<file path="src/sv/adaptive_roughness_smoother_macros.svh">
// Assertion macros shared by the roughness smoother modules.
`ifndef ADAPTIVE_ROUGHNESS_SMOOTHER_MACROS_SVH
`define ADAPTIVE_ROUGHNESS_SMOOTHER_MACROS_SVH
`ifndef SYNTHESIS
// Checked on every rising clock edge once reset is released.
`define ARS_ASSERT(label, prop) \
    label: assert property (@(posedge clk) disable iff (!rst_n) prop) \
        else $error("ars assertion failed");
// Condition that must never be seen outside reset.
`define ARS_NEVER(label, expr) \
    label: assert property (@(posedge clk) disable iff (!rst_n) !(expr)) \
        else $error("ars forbidden condition seen");
`else
`define ARS_ASSERT(label, prop)
`define ARS_NEVER(label, expr)
`endif
`endif

</file>
<file path="src/sv/ars_pkg.sv">
// Shared constants, types and command structs for the roughness smoother.
package ars_pkg;

    localparam int BLOCK_FRAMES = 64;
    localparam int CHANNELS     = 2;
    localparam int SAMPLE_W     = 24;
    localparam int COEF_W       = 16;
    localparam int ADDR_W       = $clog2(BLOCK_FRAMES);
    localparam int COUNT_W      = $clog2(BLOCK_FRAMES + 1);
    localparam int PEAK_W       = SAMPLE_W + 1;
    localparam int EX_W         = PEAK_W + 4;
    localparam int E_W          = 24;
    localparam int V_W          = 18;

    // shared multiplier geometry
    localparam int MUL_A_W      = 25;
    localparam int MUL_B_W      = 18;
    localparam int PROD_W       = MUL_A_W + MUL_B_W;

    localparam int THRESHOLD    = 419430;
    localparam int ONE_Q23      = 8388608;
    localparam int CAP_Q16      = 19661;
    localparam int BYPASS_LIMIT = 66;
    localparam int ROUND_HALF   = 32768;
    localparam int FRAC_W       = 16;
    localparam int STR_SHIFT    = 23;
    localparam int INT_SHIFT    = 16;
    localparam int V_ROUND      = 5;
    // divide by ten as multiply by ceil(2^20 / 10), exact for v < 2^18
    localparam int RECIP_10     = 104858;
    localparam int RECIP_SHIFT  = 20;

    // configuration port
    localparam int PADDR_W      = 4;
    localparam int PDATA_W      = 32;
    localparam int REG_IDX_W    = 2;
    localparam logic [REG_IDX_W-1:0] REG_STRENGTH  = 2'd0;
    localparam logic [REG_IDX_W-1:0] REG_INTENSITY = 2'd1;
    localparam logic [REG_IDX_W-1:0] REG_COEFF     = 2'd2;
    localparam logic [COEF_W-1:0] STRENGTH_RESET  = 16'd65535;
    localparam logic [COEF_W-1:0] INTENSITY_RESET = 16'd65535;
    localparam logic [COEF_W-1:0] COEFF_RESET     = 16'd4025;

    // multiplier operand selects
    localparam int MOP_W = 3;
    localparam logic [MOP_W-1:0] MOP_NONE = 3'd0;
    localparam logic [MOP_W-1:0] MOP_LP   = 3'd1;
    localparam logic [MOP_W-1:0] MOP_MIX  = 3'd2;
    localparam logic [MOP_W-1:0] MOP_STR  = 3'd3;
    localparam logic [MOP_W-1:0] MOP_INT  = 3'd4;
    localparam logic [MOP_W-1:0] MOP_DIV  = 3'd5;

    typedef logic [CHANNELS-1:0][SAMPLE_W-1:0] frame_t;

    typedef struct packed {
        logic              capture;
        logic [ADDR_W-1:0] wr_addr;
        logic              rd_en;
        logic [ADDR_W-1:0] rd_addr;
        logic              mul_en;
        logic [MOP_W-1:0]  mop;
        logic              calc_e;
        logic              single_frame;
        logic              calc_v;
        logic              upd_amount;
        logic              upd_lowpass;
        logic              emit;
        logic              last;
        logic              bypass;
        logic              clear_block;
    } ars_cmd_t;

    typedef struct packed {
        logic bypass_req;
    } ars_status_t;

endpackage

</file>
<file path="src/sv/ars_ctrl.sv">
// Sequencer for frame capture, blend amount update and block emission.
`include "adaptive_roughness_smoother_macros.svh"
module ars_ctrl
    import ars_pkg::*;
(
    input  logic        clk,
    input  logic        rst_n,
    input  logic        start,
    input  logic        block_end,
    output logic        busy,
    input  ars_status_t status,
    output ars_cmd_t    cmd
);

    localparam int STATE_W = 4;
    localparam logic [STATE_W-1:0] S_IDLE = 4'd0;
    localparam logic [STATE_W-1:0] S_E    = 4'd1;
    localparam logic [STATE_W-1:0] S_STR  = 4'd2;
    localparam logic [STATE_W-1:0] S_INT  = 4'd3;
    localparam logic [STATE_W-1:0] S_TGT  = 4'd4;
    localparam logic [STATE_W-1:0] S_DIV  = 4'd5;
    localparam logic [STATE_W-1:0] S_AMT  = 4'd6;
    localparam logic [STATE_W-1:0] S_READ = 4'd7;
    localparam logic [STATE_W-1:0] S_MUL1 = 4'd8;
    localparam logic [STATE_W-1:0] S_LPU  = 4'd9;
    localparam logic [STATE_W-1:0] S_MUL2 = 4'd10;
    localparam logic [STATE_W-1:0] S_OUT  = 4'd11;

    logic [STATE_W-1:0] state_reg, state_next;
    logic [COUNT_W-1:0] count_reg, count_next;
    logic [COUNT_W-1:0] n_reg, n_next;
    logic [ADDR_W-1:0]  k_reg, k_next;
    logic               bypass_reg, bypass_next;
    logic               accept;
    logic               full;
    logic               last_frame;

    assign busy       = (state_reg != S_IDLE);
    assign accept     = start && !busy;
    assign full       = (count_reg == COUNT_W'(BLOCK_FRAMES - 1));
    assign last_frame = ((COUNT_W'(k_reg) + COUNT_W'(1)) == n_reg);

    always_comb
    begin
        state_next  = state_reg;
        count_next  = count_reg;
        n_next      = n_reg;
        k_next      = k_reg;
        bypass_next = bypass_reg;
        cmd         = '0;
        cmd.wr_addr = count_reg[ADDR_W-1:0];
        cmd.mop     = MOP_NONE;
        unique case (state_reg)
            S_IDLE:
            begin
                if (accept)
                begin
                    cmd.capture = 1'b1;
                    if (block_end || full)
                    begin
                        n_next      = count_reg + COUNT_W'(1);
                        count_next  = '0;
                        k_next      = '0;
                        bypass_next = status.bypass_req;
                        state_next  = status.bypass_req ? S_READ : S_E;
                    end
                    else
                    begin
                        count_next = count_reg + COUNT_W'(1);
                    end
                end
            end
            S_E:
            begin
                cmd.calc_e       = 1'b1;
                cmd.single_frame = (n_reg < COUNT_W'(2));
                state_next       = S_STR;
            end
            S_STR:
            begin
                cmd.mul_en = 1'b1;
                cmd.mop    = MOP_STR;
                state_next = S_INT;
            end
            S_INT:
            begin
                cmd.mul_en = 1'b1;
                cmd.mop    = MOP_INT;
                state_next = S_TGT;
            end
            S_TGT:
            begin
                cmd.calc_v = 1'b1;
                state_next = S_DIV;
            end
            S_DIV:
            begin
                cmd.mul_en = 1'b1;
                cmd.mop    = MOP_DIV;
                state_next = S_AMT;
            end
            S_AMT:
            begin
                cmd.upd_amount = 1'b1;
                state_next     = S_READ;
            end
            S_READ:
            begin
                cmd.rd_en   = 1'b1;
                cmd.rd_addr = k_reg;
                state_next  = bypass_reg ? S_OUT : S_MUL1;
            end
            S_MUL1:
            begin
                cmd.mul_en = 1'b1;
                cmd.mop    = MOP_LP;
                state_next = S_LPU;
            end
            S_LPU:
            begin
                cmd.upd_lowpass = 1'b1;
                state_next      = S_MUL2;
            end
            S_MUL2:
            begin
                cmd.mul_en = 1'b1;
                cmd.mop    = MOP_MIX;
                state_next = S_OUT;
            end
            S_OUT:
            begin
                cmd.emit   = 1'b1;
                cmd.bypass = bypass_reg;
                cmd.last   = last_frame;
                if (last_frame)
                begin
                    cmd.clear_block = 1'b1;
                    state_next      = S_IDLE;
                end
                else
                begin
                    // fetch the next frame while this one goes out
                    cmd.rd_en   = 1'b1;
                    cmd.rd_addr = k_reg + ADDR_W'(1);
                    k_next      = k_reg + ADDR_W'(1);
                    state_next  = bypass_reg ? S_OUT : S_MUL1;
                end
            end
            default:
            begin
                state_next = S_IDLE;
            end
        endcase
    end

    always_ff @(posedge clk or negedge rst_n)
    begin
        if (!rst_n)
        begin
            state_reg  <= S_IDLE;
            count_reg  <= '0;
            n_reg      <= '0;
            k_reg      <= '0;
            bypass_reg <= 1'b0;
        end
        else
        begin
            state_reg  <= state_next;
            count_reg  <= count_next;
            n_reg      <= n_next;
            k_reg      <= k_next;
            bypass_reg <= bypass_next;
        end
    end

    `ARS_ASSERT(a_count_in_range, count_reg < COUNT_W'(BLOCK_FRAMES))
    `ARS_ASSERT(a_end_leaves_idle, (start && !busy && block_end) |=> (state_reg != S_IDLE))
    `ARS_ASSERT(a_out_index, (state_reg == S_OUT) |-> (COUNT_W'(k_reg) < n_reg))

endmodule

</file>
<file path="config.mk">
export PLATFORM = sky130hd
export DESIGN_NAME = ars_ctrl
export DESIGN_NICKNAME = d
export VERILOG_FILES = /design/src/sv/ars_pkg.sv /design/src/sv/ars_ctrl.sv
export VERILOG_INCLUDE_DIRS = /design/src /design/src/sv
export SDC_FILE = /design/constraint.sdc
export NUM_CORES = 1
export LEC_CHECK = 0
export BUFFER_PORTS_ARGS = -buffer_cell sky130_fd_sc_hd__buf_2
export CORE_ASPECT_RATIO = 0.5
export CORE_MARGIN = 10
export CORE_UTILIZATION = 33
export DETAILED_ROUTE_END_ITERATION = 7
export SYNTH_ARGS = -nofsm -noshare
export SYNTH_HDL_FRONTEND = slang
export SYNTH_SLANG_ARGS = --single-unit
</file>
<file path="constraint.sdc">
create_clock -name clk -period 5.1 [get_ports clk]
set_clock_uncertainty 0.2 [all_clocks]
set_input_delay 0.255 -clock clk [delete_from_list [all_inputs] [get_ports clk]]
set_output_delay 0.255 -clock clk [all_outputs]
set_load 0.01 [all_outputs]
</file>
==> results.sh, run 1 <==
export IMPL_status="completed"
export IMPL_grt_pass1_wl_mm=6.85
export IMPL_synth_ff_type="dfrtp_1"
export IMPL_fmax_ghz=0.363
export IMPL_core_um2=4950
export IMPL_clk_path_buf_depth=2
export IMPL_area_delta_synth_final_pct=11.7
export IMPL_postCtsSetupRepairBufs=0
export IMPL_cts_buffers=3
export IMPL_clkSinkCount=25
export IMPL_path_max_fanout=6
export IMPL_critPathMaxStageDelay_ns=0.55
export IMPL_max_cap_violations=0
export IMPL_hold_path_class="in2reg"
export IMPL_synthCells=199
export IMPL_drive_gt1_share_pct=20.9
export IMPL_syn_cell_area_um2=1700
export IMPL_irDropWorstVdd_mv=0.154
export IMPL_clk_pin_slew_ns=0.10
export IMPL_slowest_stage="a2111oi_0"
export IMPL_final_net_count=228
export IMPL_path_class="reg2out"
export IMPL_dieArea_um2=8590
export IMPL_cts_hold_buffers_added=1
export IMPL_gp_congestion=0.823
export IMPL_worstMarginPinSlew_ns=0.580
export IMPL_cts_root_buf="clkbuf_8"
export IMPL_num_antenna_cells=0
export IMPL_num_rows=18
export IMPL_setup_viol=0
export IMPL_postRouteAntennaNets=0
export IMPL_yosys_warnings=0
export IMPL_grt_max_degree=26
export IMPL_placement_io_buffers=32
export IMPL_r2r_start="count_reg[0]"
export IMPL_synth_cell_type_count=44
export IMPL_insertion_delay_ns=0.28
export IMPL_overflow=0
export IMPL_first_pass_iters=4
export IMPL_cts_tree="yes"
export IMPL_start_util_pct=34.3
export IMPL_finish_instance_area_um2=1900
export IMPL_synth_edf_count=0
export IMPL_fillers=534
export IMPL_hpwl_mm=3.11
export IMPL_gr_usage_all_layers_pct=9.46
export IMPL_arrival_ns=2.30
export IMPL_fp_dieH_um=70.7
export IMPL_synth_nets=206
export IMPL_seq_area_um2=626
export IMPL_synthArstFlopShare_pct=100
export IMPL_ys_ff_latch=25
export IMPL_path_cells="ha_1, nand3_1, or3_1, a2111oi_0, buf_2"
export IMPL_fin_crit_sh_pct=54.1
export IMPL_startpoint="k_reg[0]"
export IMPL_antenna_found_initial=0
export IMPL_hp_start="block_end"
export IMPL_cts_resized=0
export IMPL_multi_input_area_um2=946
export IMPL_via_per_inst=4.92
export IMPL_routed_wl_mm=4.00
export IMPL_placed_area_um2=1840
export IMPL_ios=33
export IMPL_worstSetupStartpointType="register"
export IMPL_p_leak_nw=0.922
export IMPL_finalPower_mw=0.898
export IMPL_fin_crit_ns=2.76
export IMPL_tns_ns=0
export IMPL_yosysSeqAreaShare_pct=36.8
export IMPL_die_x_um=121
export IMPL_cp_required_ns=4.64
export IMPL_powerDensity_nw_per_um2=473
export IMPL_hold_viol=0
export IMPL_end_kind="output port"
export IMPL_drtIter0Drc=81
export IMPL_htreeDepth=1
export IMPL_num_vias=1427
export IMPL_slew_violations=0
export IMPL_drc=0
export IMPL_avgSynthCellArea_um2=8.53
export IMPL_rsz0062_at_grt="no"
export IMPL_wire_per_inst_um=13.8
export IMPL_grt_pass1_vias=1392
export IMPL_relSlewSlack_pct=61.3
-- metrics by stage --
stage	setup slack [ns]	hold WS (ns)	cells	util, %
6_report	2.34	0.0448	290	38.3
5_1_grt	2.16	0.0457	290	38.3
4_1_cts	2.26	0.0351	290	38.3
3_5_place_dp	2.57	0.0862	285	37.1
3_3_place_gp	2.65	0.0841	285	37.1
2_1_floorplan	2.45	-0.241	199	-
-- cell usage after synthesis, drive strengths merged, types with 3 or more instances --
cell	number	area share [%]
a211oi	4	2.1
xnor2	7	3.6
clkbuf	4	0.88
o21ai	16	4.7
and3	3	1.1
nand3	5	1.5
nand2b	7	2.6
nor3	5	1.5
inv	5	1.1
buf	12	5.5
nor2	17	3.8
a21o	6	2.7
dfrtp	25	37
a31oi	4	1.5
mux2	3	2.0
nand2	30	6.6
nor2b	3	1.1
nor4	3	1.1
a21oi	5	2.1
xor2	5	2.6
or2	3	1.1
-- power by group --
part	switching [mW]	leakage, nW	internal, mW	total, mW
clock	0.0688	0.0217	0.0555	0.124
combinational	0.237	0.568	0.189	0.426
sequential	0.0989	0.332	0.248	0.347
total	0.405	0.922	0.493	0.898
-- metal layers --
layer / GRT usage, % / vias to the layer above / routed length, µm
met1: 12.6 / 665 / 2020
li1: - / 735 / -
met2: 14.5 / 25 / 1760
met3: 2.93 / 2 / 203
met4: 2.37 / 0 / 22
met5: 0 / - / 0
-- final cells by class --
cell class                      instances  area share [%]
Timing Repair Buffer                   33            8.97
Multi-Input combinational cell        153            49.9
Clock buffer                            3            2.18
Clock inverter                          1           0.396
Inverter                                5           0.989
Tap cell                               70            4.62
Sequential cell                        25            33.0
-- kinds of logic (layout without fill, tap and decap cells) --
kind of cell | Yosys count | in the layout | synth area share [%]
adders and majority gates | 2 | 2 | 1.47
DFF | 25 | 25 | 36.8
and+or+nand+nor | 82 | 82 | 22.8
AOI/OAI and AO/OA | 54 | 54 | 23.2
muxes | 3 | 3 | 1.99
xor gates and xnor gates | 12 | 12 | 6.19
buffers and inverters | 21 | 42 | 7.44
-- critical path: cells and delay by family (launching register included) --
family,cells,cell delay [ns]
DFF,1,0.47
and+or+nand+nor,2,0.52
AOI/OAI and AO/OA,1,0.55
adders and majority gates,1,0.25
buffers and inverters,1,0.23
-- final timing paths --
| kind | slack (ns) | to | depth (start not counted) |
|---|---|---|---|
| worst max-delay path | 2.34 | cmd[2] | 5 |
| worst min-delay path | 0.04 | count_reg[2] | 2 |
| worst max register to register | 2.73 | k_reg[0] | 7 |
| worst min register to register | 0.31 | n_reg[0] | 2 |
| max in group asynchronous | 4.01 | k_reg[0] | 2 |
| min in group asynchronous | 0.30 | k_reg[4] | 2 |
-- cells in the final DEF (no fill, tap or decap), types with 4 or more instances in the layout --
cell type / instances
a21o_1: 6
xor2_1: 5
xnor2_1: 7
nor3_1: 5
nor2_1: 17
inv_1: 5
dfrtp_1: 25
buf_2: 32
a31oi_1: 4
nand3_1: 5
nand2b_1: 7
nand2_1: 30
o21ai_0: 16
a21oi_1: 4
Power figures use the tool's default switching activity.
==> run 2, diff against run 1 <==
==> constraint.sdc (replaced) <==
create_clock -name clk -period 2.4 [get_ports clk]
set_clock_uncertainty 0.2 [all_clocks]
set_input_delay 0.12 -clock clk [delete_from_list [all_inputs] [get_ports clk]]
set_output_delay 0.12 -clock clk [all_outputs]
set_load 0.01 [all_outputs]
==> run 2 against run 1 <==
Critical path depth increased by 2. Final area increased by 13%. Critical endpoint is now cmd[18]. Total power increased by 140%. Cell count increased by 5.5%. Register-to-register slack got worse by 2.6 ns. Non-clock buffer count increased by 16. Clock power increased by 100%. Die area unchanged. Global-route usage increased by 0.75 points. Critical path type unchanged. Sequential share of layout area decreased by 3.6 points. Highest routed layer unchanged.
==> results.sh, run 2 (synthesis results as in run 1) <==
export IMPL_status="completed"
export IMPL_drtIter0Drc=55
export IMPL_routed_wl_mm=4.41
export IMPL_powerDensity_nw_per_um2=1010
export IMPL_finalWorstSetupSlack_ns=0.0126
export IMPL_core_um2=4950
export IMPL_final_core_util_pct=43.2
export IMPL_switching_share_pct=43.9
export IMPL_wire_per_inst_um=14.4
export IMPL_finalPower_mw=2.16
export IMPL_end_kind="output port"
export IMPL_gr_usage_all_layers_pct=10.2
export IMPL_fin_crit_sh_pct=99.5
export IMPL_power_frac_comb_pct=56.0
export IMPL_final_net_count=244
export IMPL_max_cap_violations=0
export IMPL_insertion_delay_ns=0.27
export IMPL_relSlewSlack_pct=62.7
export IMPL_htreeDepth=1
export IMPL_p_seq_share_pct=32.4
export IMPL_irDropWorstVdd_mv=0.320
export IMPL_arrival_ns=2.07
export IMPL_first_pass_iters=4
export IMPL_p_clk_share_pct=11.6
export IMPL_cp_required_ns=2.08
export IMPL_hpwl_mm=3.35
export IMPL_path_class="reg2out"
export IMPL_worstMarginPinSlew_ns=0.560
export IMPL_gp_congestion=0.838
export IMPL_antenna_found_initial=0
export IMPL_tns_ns=0
export IMPL_dp_slack_ns=0.181
export IMPL_cts_buffers=3
export IMPL_num_rows=18
export IMPL_num_vias=1554
export IMPL_clkSinkCount=25
export IMPL_clk_path_buf_depth=2
export IMPL_fp_dieH_um=70.7
export IMPL_cts_tree="yes"
export IMPL_grt_pass1_vias=1503
export IMPL_overflow=0
export IMPL_ios=33
export IMPL_grt_pass1_wl_mm=7.36
export IMPL_placement_io_buffers=32
export IMPL_dieArea_um2=8590
export IMPL_slew_violations=0
export IMPL_fin_cells=306
export IMPL_p_leak_nw=0.995
export IMPL_fmax_ghz=0.419
export IMPL_layout_commonest_cell="buf_2"
export IMPL_clk_pin_slew_ns=0.09
export IMPL_via_per_inst=5.08
export IMPL_rsz0062_at_grt="yes"
export IMPL_worstSetupStartpointType="register"
export IMPL_num_antenna_cells=0
export IMPL_dp_cells=296
export IMPL_drive_gt1_share_pct=33.5
export IMPL_area_delta_synth_final_pct=26.0
export IMPL_p_int_mw=1.21
export IMPL_hold_viol=0
export IMPL_start_util_pct=34.3
export IMPL_p_sw_mw=0.949
export IMPL_path_max_fanout=5
export IMPL_final_cell_mix="buf_2 (32), nand2_1 (29), dfrtp_1 (22)"
export IMPL_cts_root_buf="clkbuf_8"
export IMPL_drc=0
export IMPL_fin_crit_ns=2.39
export IMPL_postRouteAntennaNets=0
export IMPL_die_x_um=121
export IMPL_hold_path_class="in2reg"
export IMPL_grt_max_degree=26
export IMPL_setup_viol=0
## run 2: changes by cell type in the layout (fill, tap and decap cells not counted), sizes merged
| cell | before | now |
|---|---|---|
| buf | 32 | 46 |
| clkbuf | 3 | 4 |
| dlygate4sd3 | 1 | 3 |
| inv | 5 | 4 |
## run 2: critical path: stages, from the launching register on
cell and delay [ns]:
dfrtp_1 0.43, ha_4 0.20, nand3_4 0.08, or3_4 0.38
a211o_4 0.37, o211ai_1 0.10, nand2_1 0.09, buf_2 0.15
## run 2: area by class of cell
| type | instances | area (µm²) |
|---|---|---|
| flip-flops and latches | 25 | 629 |
| multi-input cells | 153 | 1060 |
| inverters | 5 | 22.5 |
| repair buffers | 49 | 295 |
| clock buffers | 4 | 45.0 |
| well taps | 70 | 87.6 |
| fillers | 494 | 2820 |
## run 2: path summary, 6_finish.rpt
check | from | endpoint | slack (ns) | cells after the start
min in group asynchronous | rst_n | n_reg[5] | 0.18 | 2
max in group asynchronous | rst_n | k_reg[2] | 1.43 | 2
min reg2reg | n_reg[0] | n_reg[0] | 0.33 | 2
min | start | state_reg[2] | 0.06 | 3
max reg2reg | k_reg[0] | k_reg[0] | 0.12 | 7
max | k_reg[0] | cmd[18] | 0.01 | 7
## run 2: per-layer routing
metal  wire length [µm]  up-vias  part of all wire [%]  GRT usage (%)
met5                  0        -                     0              0
met4                 59        0                   1.3           2.89
met3                199        6                   4.5           2.61
met2               2100       33                    48           16.7
met1               2050      748                    46           13.0
li1                   -      767                     -              -
## run 2: metrics by stage
| step | instance area [µm²] | hold WS (ns) |
|---|---|---|
| after floorplan | 1700 | -0.376 |
| after global placement | 1920 | -0.0587 |
| after detailed placement | 1920 | -0.0517 |
| after CTS | 2070 | 0.0607 |
| after global routing | 2140 | 0.117 |
| final | 2140 | 0.0641 |
## run 2: repair_timing
action,CTS,global route
setup endpoints to repair,9,10
gates cloned,0,0
hold buffers,3,0
endpoints found under the hold margin,27,0
setup buffers,3,0
pin swaps,5,4
gates resized for setup,10,16
## run 2: power groups by stage
| stage | clock network [mW] | registers, mW | logic [mW] |
|---|---|---|---|
| floorplan | 0 | 0.623 | 0.791 |
| global placement | 0 | 0.685 | 1.04 |
| detailed placement | 0 | 0.690 | 1.06 |
| CTS | 0.259 | 0.682 | 1.14 |
| global route | 0.281 | 0.724 | 1.35 |
| finish | 0.251 | 0.699 | 1.21 |
